File: config.mk
export PLATFORM = sky130hd
export DESIGN_NAME = json_string_unescaper_unit
export DESIGN_NICKNAME = d
export VERILOG_FILES = /design/src/sv/jsu_pkg.sv /design/src/sv/json_string_unescaper_unit.sv
export SDC_FILE = /design/constraint.sdc
export NUM_CORES = 1
export LEC_CHECK = 0
export BUFFER_PORTS_ARGS = -buffer_cell sky130_fd_sc_hd__buf_2
export CORE_UTILIZATION = 50
export CTS_BUF_LIST = sky130_fd_sc_hd__clkbuf_4 sky130_fd_sc_hd__clkbuf_8
export DETAILED_ROUTE_END_ITERATION = 6
export GPL_TIMING_DRIVEN = 0
export PLACE_DENSITY_LB_ADDON = 0.05
export SETUP_SLACK_MARGIN = 0.2
export SLEW_MARGIN = 15
export SYNTH_ARGS = -nofsm -noshare
export SYNTH_HDL_FRONTEND = slang
export SYNTH_SLANG_ARGS = --single-unit
File: constraint.sdc
create_clock -name clock -period 6.3 [get_ports clock]
set_input_delay 1.26 -clock clock [delete_from_list [all_inputs] [get_ports clock]]
set_output_delay 1.26 -clock clock [all_outputs]
set_load 0.05 [all_outputs]
File: src/sv/jsu_pkg.sv
package jsu_pkg;

   // Parser position within the quoted string.
   typedef enum logic [2:0] {
      PH_WAIT = 3'd0,
      PH_BODY = 3'd1,
      PH_ESC  = 3'd2,
      PH_HEX1 = 3'd3,
      PH_HEX2 = 3'd4,
      PH_HEX3 = 3'd5,
      PH_HEX4 = 3'd6,
      PH_DONE = 3'd7
   } phase_type;

   // Kind of each result word.
   typedef enum logic [2:0] {
      ST_DATA     = 3'd0,
      ST_COMPLETE = 3'd1,
      ST_NOQUOTE  = 3'd2,
      ST_BADESC   = 3'd3,
      ST_BADHEX   = 3'd4,
      ST_UNTERM   = 3'd5
   } status_type;

   // A decoded hex digit and whether the byte was one.
   typedef struct packed {
      logic       ok;
      logic [3:0] val;
   } hex_type;

   localparam int unsigned MaxResults = 4;

   localparam logic [7:0] CH_QUOTE  = 8'h22;
   localparam logic [7:0] CH_BSLASH = 8'h5C;
   localparam logic [7:0] CH_SLASH  = 8'h2F;
   localparam logic [7:0] CH_B      = 8'h62;
   localparam logic [7:0] CH_F      = 8'h66;
   localparam logic [7:0] CH_N      = 8'h6E;
   localparam logic [7:0] CH_R      = 8'h72;
   localparam logic [7:0] CH_T      = 8'h74;
   localparam logic [7:0] CH_U      = 8'h75;

   localparam logic [7:0] CODE_BS   = 8'h08;
   localparam logic [7:0] CODE_FF   = 8'h0C;
   localparam logic [7:0] CODE_LF   = 8'h0A;
   localparam logic [7:0] CODE_CR   = 8'h0D;
   localparam logic [7:0] CODE_TAB  = 8'h09;

   localparam logic [15:0] UTF8_MAX1 = 16'h007F;
   localparam logic [15:0] UTF8_MAX2 = 16'h07FF;
   localparam logic [7:0]  UTF8_LEAD2 = 8'hC0;
   localparam logic [7:0]  UTF8_LEAD3 = 8'hE0;
   localparam logic [7:0]  UTF8_CONT  = 8'h80;

   // Decodes one ASCII hex digit, either case.
   function automatic hex_type hex_digit(input logic [7:0] b);
      hex_type h;
      h.ok  = 1'b1;
      h.val = b[3:0];
      if (b >= 8'h30 && b <= 8'h39) begin
         h.val = b[3:0];
      end else if ((b >= 8'h61 && b <= 8'h66) || (b >= 8'h41 && b <= 8'h46)) begin
         h.val = b[3:0] + 4'd9;
      end else begin
         h.ok = 1'b0;
      end
      return h;
   endfunction

endpackage

File: src/sv/json_string_unescaper_unit.sv
// Channel | Direction | tdata         | tuser       | tlast
// req_    | in        | [7:0] in_byte | -           | end_of_input
// rsp_    | out       | [7:0] out_byte| [2:0] status| last_of_run
//
// One input word is decoded per cycle; while the receiver takes every result, a word
// that gives one result or none sustains one word per cycle. A \u escape on its last
// digit gives up to three bytes, plus a status when the input also ends, and the
// result buffer then drains one word per cycle, as the receiver takes them, before the next word moves on.
// Reset returns the parser to waiting for the opening quote and empties both
// stages. A stalled result holds; one more input word waits in the input stage.
module json_string_unescaper_unit (
   input  logic       clock,
   input  logic       reset,
   input  logic       req_tvalid,
   output logic       req_tready,
   input  logic [7:0] req_tdata,   // [7:0] in_byte
   input  logic       req_tlast,
   output logic       rsp_tvalid,
   input  logic       rsp_tready,
   output logic [7:0] rsp_tdata,   // [7:0] out_byte
   output logic [2:0] rsp_tuser,   // [2:0] status
   output logic       rsp_tlast
);

   // Input stage.
   logic             in_vld_ff;
   logic [7:0]       in_byte_ff;
   logic             in_last_ff;

   // Parser state.
   jsu_pkg::phase_type phase_ff, phase_in, phase_step;
   logic [11:0]      accum_ff, accum_in;

   // Result buffer, drained from entry 0.
   logic [7:0]       res_byte_ff   [jsu_pkg::MaxResults];
   logic [2:0]       res_status_ff [jsu_pkg::MaxResults];
   logic [2:0]       res_left_ff;
   logic [7:0]       res_byte_in   [jsu_pkg::MaxResults];
   logic [2:0]       res_status_in [jsu_pkg::MaxResults];
   logic [2:0]       res_left_in;

   // Decode outputs.
   logic [7:0]       data_byte [jsu_pkg::MaxResults];
   logic [1:0]       data_cnt;
   logic             stat_en;
   jsu_pkg::status_type stat_code;
   jsu_pkg::hex_type hex;
   logic [15:0]      code_point;

   logic             pop;
   logic             move;

   assign pop        = rsp_tvalid && rsp_tready;
   assign move       = in_vld_ff && ((res_left_ff == 3'd0) || (res_left_ff == 3'd1 && pop));
   assign req_tready = !in_vld_ff || move;

   assign hex        = jsu_pkg::hex_digit(in_byte_ff);
   assign code_point = {accum_ff, hex.val};

   // Next parser phase and hex accumulator.
   always_comb begin
      phase_step = phase_ff;
      accum_in   = accum_ff;
      unique case (phase_ff)
         jsu_pkg::PH_WAIT: begin
            phase_step = (in_byte_ff == jsu_pkg::CH_QUOTE) ? jsu_pkg::PH_BODY
                                                           : jsu_pkg::PH_DONE;
         end
         jsu_pkg::PH_BODY: begin
            if (in_byte_ff == jsu_pkg::CH_QUOTE) begin
               phase_step = jsu_pkg::PH_DONE;
            end else if (in_byte_ff == jsu_pkg::CH_BSLASH) begin
               phase_step = jsu_pkg::PH_ESC;
            end
         end
         jsu_pkg::PH_ESC: begin
            case (in_byte_ff)
               jsu_pkg::CH_QUOTE, jsu_pkg::CH_BSLASH, jsu_pkg::CH_SLASH,
               jsu_pkg::CH_B, jsu_pkg::CH_F, jsu_pkg::CH_N, jsu_pkg::CH_R,
               jsu_pkg::CH_T: phase_step = jsu_pkg::PH_BODY;
               jsu_pkg::CH_U: begin
                  phase_step = jsu_pkg::PH_HEX1;
                  accum_in   = '0;
               end
               default: phase_step = jsu_pkg::PH_DONE;
            endcase
         end
         jsu_pkg::PH_HEX1, jsu_pkg::PH_HEX2, jsu_pkg::PH_HEX3: begin
            if (hex.ok) begin
               accum_in   = code_point[11:0];
               phase_step = jsu_pkg::phase_type'(phase_ff + 3'd1);
            end else begin
               phase_step = jsu_pkg::PH_DONE;
            end
         end
         jsu_pkg::PH_HEX4: begin
            phase_step = hex.ok ? jsu_pkg::PH_BODY : jsu_pkg::PH_DONE;
         end
         jsu_pkg::PH_DONE: phase_step = jsu_pkg::PH_DONE;
         default:          phase_step = jsu_pkg::PH_DONE;
      endcase
      // Input that ends with the string still open closes it.
      phase_in = (in_last_ff && phase_step != jsu_pkg::PH_DONE) ? jsu_pkg::PH_DONE
                                                                : phase_step;
   end

   // Result words caused by the word in the input stage.
   always_comb begin
      data_byte[0] = in_byte_ff;
      data_byte[1] = '0;
      data_byte[2] = '0;
      data_byte[3] = '0;
      data_cnt     = 2'd0;
      stat_en      = 1'b0;
      stat_code    = jsu_pkg::ST_DATA;
      unique case (phase_ff)
         jsu_pkg::PH_WAIT: begin
            if (in_byte_ff != jsu_pkg::CH_QUOTE) begin
               stat_en   = 1'b1;
               stat_code = jsu_pkg::ST_NOQUOTE;
            end
         end
         jsu_pkg::PH_BODY: begin
            if (in_byte_ff == jsu_pkg::CH_QUOTE) begin
               stat_en   = 1'b1;
               stat_code = jsu_pkg::ST_COMPLETE;
            end else if (in_byte_ff != jsu_pkg::CH_BSLASH) begin
               data_cnt = 2'd1;
            end
         end
         jsu_pkg::PH_ESC: begin
            data_cnt = 2'd1;
            case (in_byte_ff)
               jsu_pkg::CH_QUOTE, jsu_pkg::CH_BSLASH, jsu_pkg::CH_SLASH:
                  data_byte[0] = in_byte_ff;
               jsu_pkg::CH_B: data_byte[0] = jsu_pkg::CODE_BS;
               jsu_pkg::CH_F: data_byte[0] = jsu_pkg::CODE_FF;
               jsu_pkg::CH_N: data_byte[0] = jsu_pkg::CODE_LF;
               jsu_pkg::CH_R: data_byte[0] = jsu_pkg::CODE_CR;
               jsu_pkg::CH_T: data_byte[0] = jsu_pkg::CODE_TAB;
               jsu_pkg::CH_U: data_cnt = 2'd0;
               default: begin
                  data_cnt  = 2'd0;
                  stat_en   = 1'b1;
                  stat_code = jsu_pkg::ST_BADESC;
               end
            endcase
         end
         jsu_pkg::PH_HEX1, jsu_pkg::PH_HEX2, jsu_pkg::PH_HEX3: begin
            if (!hex.ok) begin
               stat_en   = 1'b1;
               stat_code = jsu_pkg::ST_BADHEX;
            end
         end
         jsu_pkg::PH_HEX4: begin
            if (!hex.ok) begin
               stat_en   = 1'b1;
               stat_code = jsu_pkg::ST_BADHEX;
            end else if (code_point <= jsu_pkg::UTF8_MAX1) begin
               data_cnt     = 2'd1;
               data_byte[0] = code_point[7:0];
            end else if (code_point <= jsu_pkg::UTF8_MAX2) begin
               data_cnt     = 2'd2;
               data_byte[0] = jsu_pkg::UTF8_LEAD2 | {3'b000, code_point[10:6]};
               data_byte[1] = jsu_pkg::UTF8_CONT | {2'b00, code_point[5:0]};
            end else begin
               data_cnt     = 2'd3;
               data_byte[0] = jsu_pkg::UTF8_LEAD3 | {4'b0000, code_point[15:12]};
               data_byte[1] = jsu_pkg::UTF8_CONT | {2'b00, code_point[11:6]};
               data_byte[2] = jsu_pkg::UTF8_CONT | {2'b00, code_point[5:0]};
            end
         end
         jsu_pkg::PH_DONE: data_cnt = 2'd0;
         default:          data_cnt = 2'd0;
      endcase
      // Unterminated string: status follows the data bytes.
      if (!stat_en && in_last_ff && phase_step != jsu_pkg::PH_DONE) begin
         stat_en   = 1'b1;
         stat_code = jsu_pkg::ST_UNTERM;
      end
   end

   // Next contents of the result buffer.
   always_comb begin
      for (int i = 0; i < jsu_pkg::MaxResults; i++) begin
         res_byte_in[i]   = res_byte_ff[i];
         res_status_in[i] = res_status_ff[i];
      end
      res_left_in = res_left_ff;
      if (move) begin
         for (int i = 0; i < jsu_pkg::MaxResults; i++) begin
            if (2'(i) < data_cnt) begin
               res_byte_in[i]   = data_byte[i];
               res_status_in[i] = jsu_pkg::ST_DATA;
            end else begin
               res_byte_in[i]   = '0;
               res_status_in[i] = stat_code;
            end
         end
         res_left_in = {1'b0, data_cnt} + {2'b00, stat_en};
      end else if (pop) begin
         for (int i = 0; i < jsu_pkg::MaxResults - 1; i++) begin
            res_byte_in[i]   = res_byte_ff[i + 1];
            res_status_in[i] = res_status_ff[i + 1];
         end
         res_left_in = res_left_ff - 3'd1;
      end
   end

   // Control registers.
   always_ff @(posedge clock) begin
      if (reset) begin
         in_vld_ff   <= 1'b0;
         phase_ff    <= jsu_pkg::PH_WAIT;
         accum_ff    <= '0;
         res_left_ff <= '0;
      end else begin
         if (req_tready) begin
            in_vld_ff <= req_tvalid;
         end
         if (move) begin
            phase_ff <= phase_in;
            accum_ff <= accum_in;
         end
         res_left_ff <= res_left_in;
      end
   end

   // Payload registers.
   always_ff @(posedge clock) begin
      if (req_tready && req_tvalid) begin
         in_byte_ff <= req_tdata;
         in_last_ff <= req_tlast;
      end
      for (int i = 0; i < jsu_pkg::MaxResults; i++) begin
         res_byte_ff[i]   <= res_byte_in[i];
         res_status_ff[i] <= res_status_in[i];
      end
   end

   assign rsp_tvalid = (res_left_ff != 3'd0);
   assign rsp_tdata  = res_byte_ff[0];
   assign rsp_tuser  = res_status_ff[0];
   assign rsp_tlast  = (res_left_ff == 3'd1);

endmodule

==> results.txt <==
met3 WL post-DR: 596 um
clock skew: 12.4 ps
Clock Tree Root: clkbuf_8
Starting Density: 0.524
Cell Area, Synth: 0.00386 sq mm
Routed Antenna Nets: 0
Worst path slowest cell: edfxtp_1
Slew Limit Headroom: 0.270
TritonCTS Buffers: 9
Core Area: 0.00737 sq mm
H-Tree Level Count: 3
WP data arrival: 3800 ps
Max FO, Critical Path: 10
Util after Layout: 0.589
Post-synth top cells: edfxtp_1, nor2_1, a21oi_1
met1 WL: 4.28 mm
gr usage total: 0.239
DR top layer: met4
hold path cells: 2
crit path cell chain: inv_1 -> ha_1 -> nand2b_1 -> o211a_1 -> buf_6 -> or3_1 -> buf_4 -> o2bb2ai_2 -> a2bb2oi_4 -> nand3_1 -> ha_1 -> ha_1 -> a211oi_1 -> a211oi_1
row cnt: 31
pwr dens: 441 mW/mm^2
fill cell count: 666
# setup viols final: 0
Tightest Pin Transition: 1090 ps
Syn Inst Count: 396
first-pass GRT wire length: 15.1 mm
CTS hold repair buffers: 0
max_cap viols: 0
die boundary height: 89.9 um
Final nets: 459
clk sinks: 62
Ports: 27
power consumption: 1.91 mW
syn nets: 423
Peak VDD IR: 232 uV
largest net degree at the start of global routing: 32
Synthesis Warnings: 0
nature of the critical path endpoint: flip-flop
count leader, synth: edfxtp_1
post-synth cell types: 75
Final HPWL DP: 6.89 mm
DRT Pass-1 Iters: 5
GP Congestion: 0.879
Post-DP Area: 0.00411 sq mm
Yosys reg bits: 62
Skew-Pair Late Insertion Delay: 360 ps
met2 wire len: 4.20 mm
post-CTS resize count: 0
Worst R2R Path Depth: 14
Via density: 5.95
Layout Area Growth over Synthesis: 12.4%
register area share after synthesis: 0.433
worst r2r src: in_byte_ff[0]$_DFFE_PP_
grt ovf: 0
Post-synth EDFFs: 43
Post-Layout Cell Count: 536
final wirelength: 9.26 mm
asr flop ratio synth: 0
outcome: completed
Pleak: 1.64 nW
layout cells sized above 1: 0.178
CP most frequent cell: ha_1
RR Endpoint: res_left_ff[1]$_SDFFE_PP0P_
RSZ-0062 raised after global routing: no
slowest stage delay, CP: 530 ps
vias in the first global route: 2981
DRT iter0 DRCs: 207
setup TNS: 0 ps
Die Area: 0.00809 sq mm
initial antenna violation count: 0
Max Freq: 278 MHz
Tmin final: 3600 ps
Antenna diodes: 0
worst path required time: 6500 ps
post-CTS setup buffer count: 0
largest area contributor in the synthesized netlist: edfxtp_1
Startpoint Class: flip-flop
critical path class: reg -> reg
DR DRC count: 0
Cells after DPL: 520
Main synth FF type: edfxtp_1
min-delay worst type: reg -> reg
die width: 89.9 um
Reg2Reg Setup Slack: 2700 ps
Tcrit/Tclk final: 0.571
Final Hold Viols: 0
Wirelength per Cell: 17.3 um
Worst Hold Path EP: accum_ff[8]$_SDFFE_PP0P_
Max Buffers Root-to-Sink: 2
port bufs: 25
CTS tree: built
post-route cell area: 0.00434 sq mm
Slew Viols, Final: 0
Hold Startpoint: accum_ff[8]$_SDFFE_PP0P_
routed vias: 3190
Synth top area share: 0.334
Reg clk slew, reported paths: 80 ps
most area-consuming cells after synthesis: edfxtp_1, dfxtp_1, ha_1
Avg Inst Size Synth: 9.76 sq um
-- where the power goes --
part | switching [mW] | internal (mW)
Sequential | 0.0497 | 0.613
Clock | 0.179 | 0.229
Combinational | 0.573 | 0.272
-- cell usage in the layout, fill, tap and decap left out, types with 5 or more instances in the layout --
cell      count
edfxtp_1     43
buf_2        30
clkbuf_8      9
a211oi_1      5
mux2i_1       7
ha_1         14
o21ai_0      10
nand3b_1      6
clkbuf_1      8
inv_1        15
dfxtp_1      19
and3_1        5
nor2b_1       6
nor3_1        8
nand2b_1     14
nand3_1      18
o22ai_1       5
a31oi_1       6
a21oi_1      30
nor2_1       36
nand2_1      28
and2_1        6
o21ai_1      10
-- area by class of cell --
class	count	area [sq um]	area share
well taps	99	124	0.0285
inverters	16	60.1	0.0138
plain buffers	21	126	0.0291
clock inverters	7	105	0.0242
clock buffers	9	124	0.0285
multi-input cells	297	2010	0.462
flip-flops and latches	62	1670	0.385
repair buffers	25	125	0.0288
-- layer usage --
layer	vias to the layer above	global-route usage
li1	1557	-
met4	0	0.0914
met3	14	0.0415
met2	118	0.380
met1	1501	0.326
met5	-	0
-- per-stage QoR --
stage,hold slack (ps),setup WS (ps)
2_1_floorplan,458,3240
3_3_place_gp,476,2750
3_5_place_dp,484,2750
4_1_cts,498,2730
5_1_grt,527,2530
6_report,500,2700
-- worst max-delay path by stage --
stage / start / cells after the start / to / slack [ps]
after floorplan: in_byte_ff[0]$_DFFE_PP_ / 14 / res_left_ff[1]$_SDFFE_PP0P_ / 3240
after detailed placement: in_byte_ff[0]$_DFFE_PP_ / 14 / res_left_ff[1]$_SDFFE_PP0P_ / 2750
after global routing: in_byte_ff[0]$_DFFE_PP_ / 14 / res_left_ff[1]$_SDFFE_PP0P_ / 2530
final: in_byte_ff[0]$_DFFE_PP_ / 14 / res_left_ff[1]$_SDFFE_PP0P_ / 2700
after CTS: in_byte_ff[0]$_DFFE_PP_ / 14 / res_left_ff[1]$_SDFFE_PP0P_ / 2730
after global placement: in_byte_ff[0]$_DFFE_PP_ / 14 / res_left_ff[1]$_SDFFE_PP0P_ / 2750
-- cell families (layout without fill, tap and decap cells) --
| logic type | count (synthesis) | in the layout | share of synthesized area |
|---|---|---|---|
| multiplexers | 9 | 9 | 0.0240 |
| buffers and inverters | 37 | 78 | 0.0482 |
| AND/OR/NAND/NOR | 154 | 154 | 0.225 |
| AO/OA/AOI/OAI | 119 | 119 | 0.223 |
| adder cells (fa/ha/maj) | 14 | 14 | 0.0453 |
| flip-flops | 62 | 62 | 0.433 |
| XOR/XNOR | 1 | 1 | 0.00227 |
-- critical path, delay by kind of cell, from the launching register on --
family,cells,cell delay (ps)
adder cells (fa/ha/maj),3,770
AND/OR/NAND/NOR,3,670
AO/OA/AOI/OAI,5,970
flip-flops,1,530
buffers and inverters,3,520
-- flip-flops by register name, indices dropped and copies added (netlist names) --
signal,count
in_last_ff,1
in_byte_ff,8
accum_ff,12
res_byte_ff,22
res_left_ff,3
res_status_ff,12
phase_ff,3
in_vld_ff,1
(Power assumes the default switching activity.)
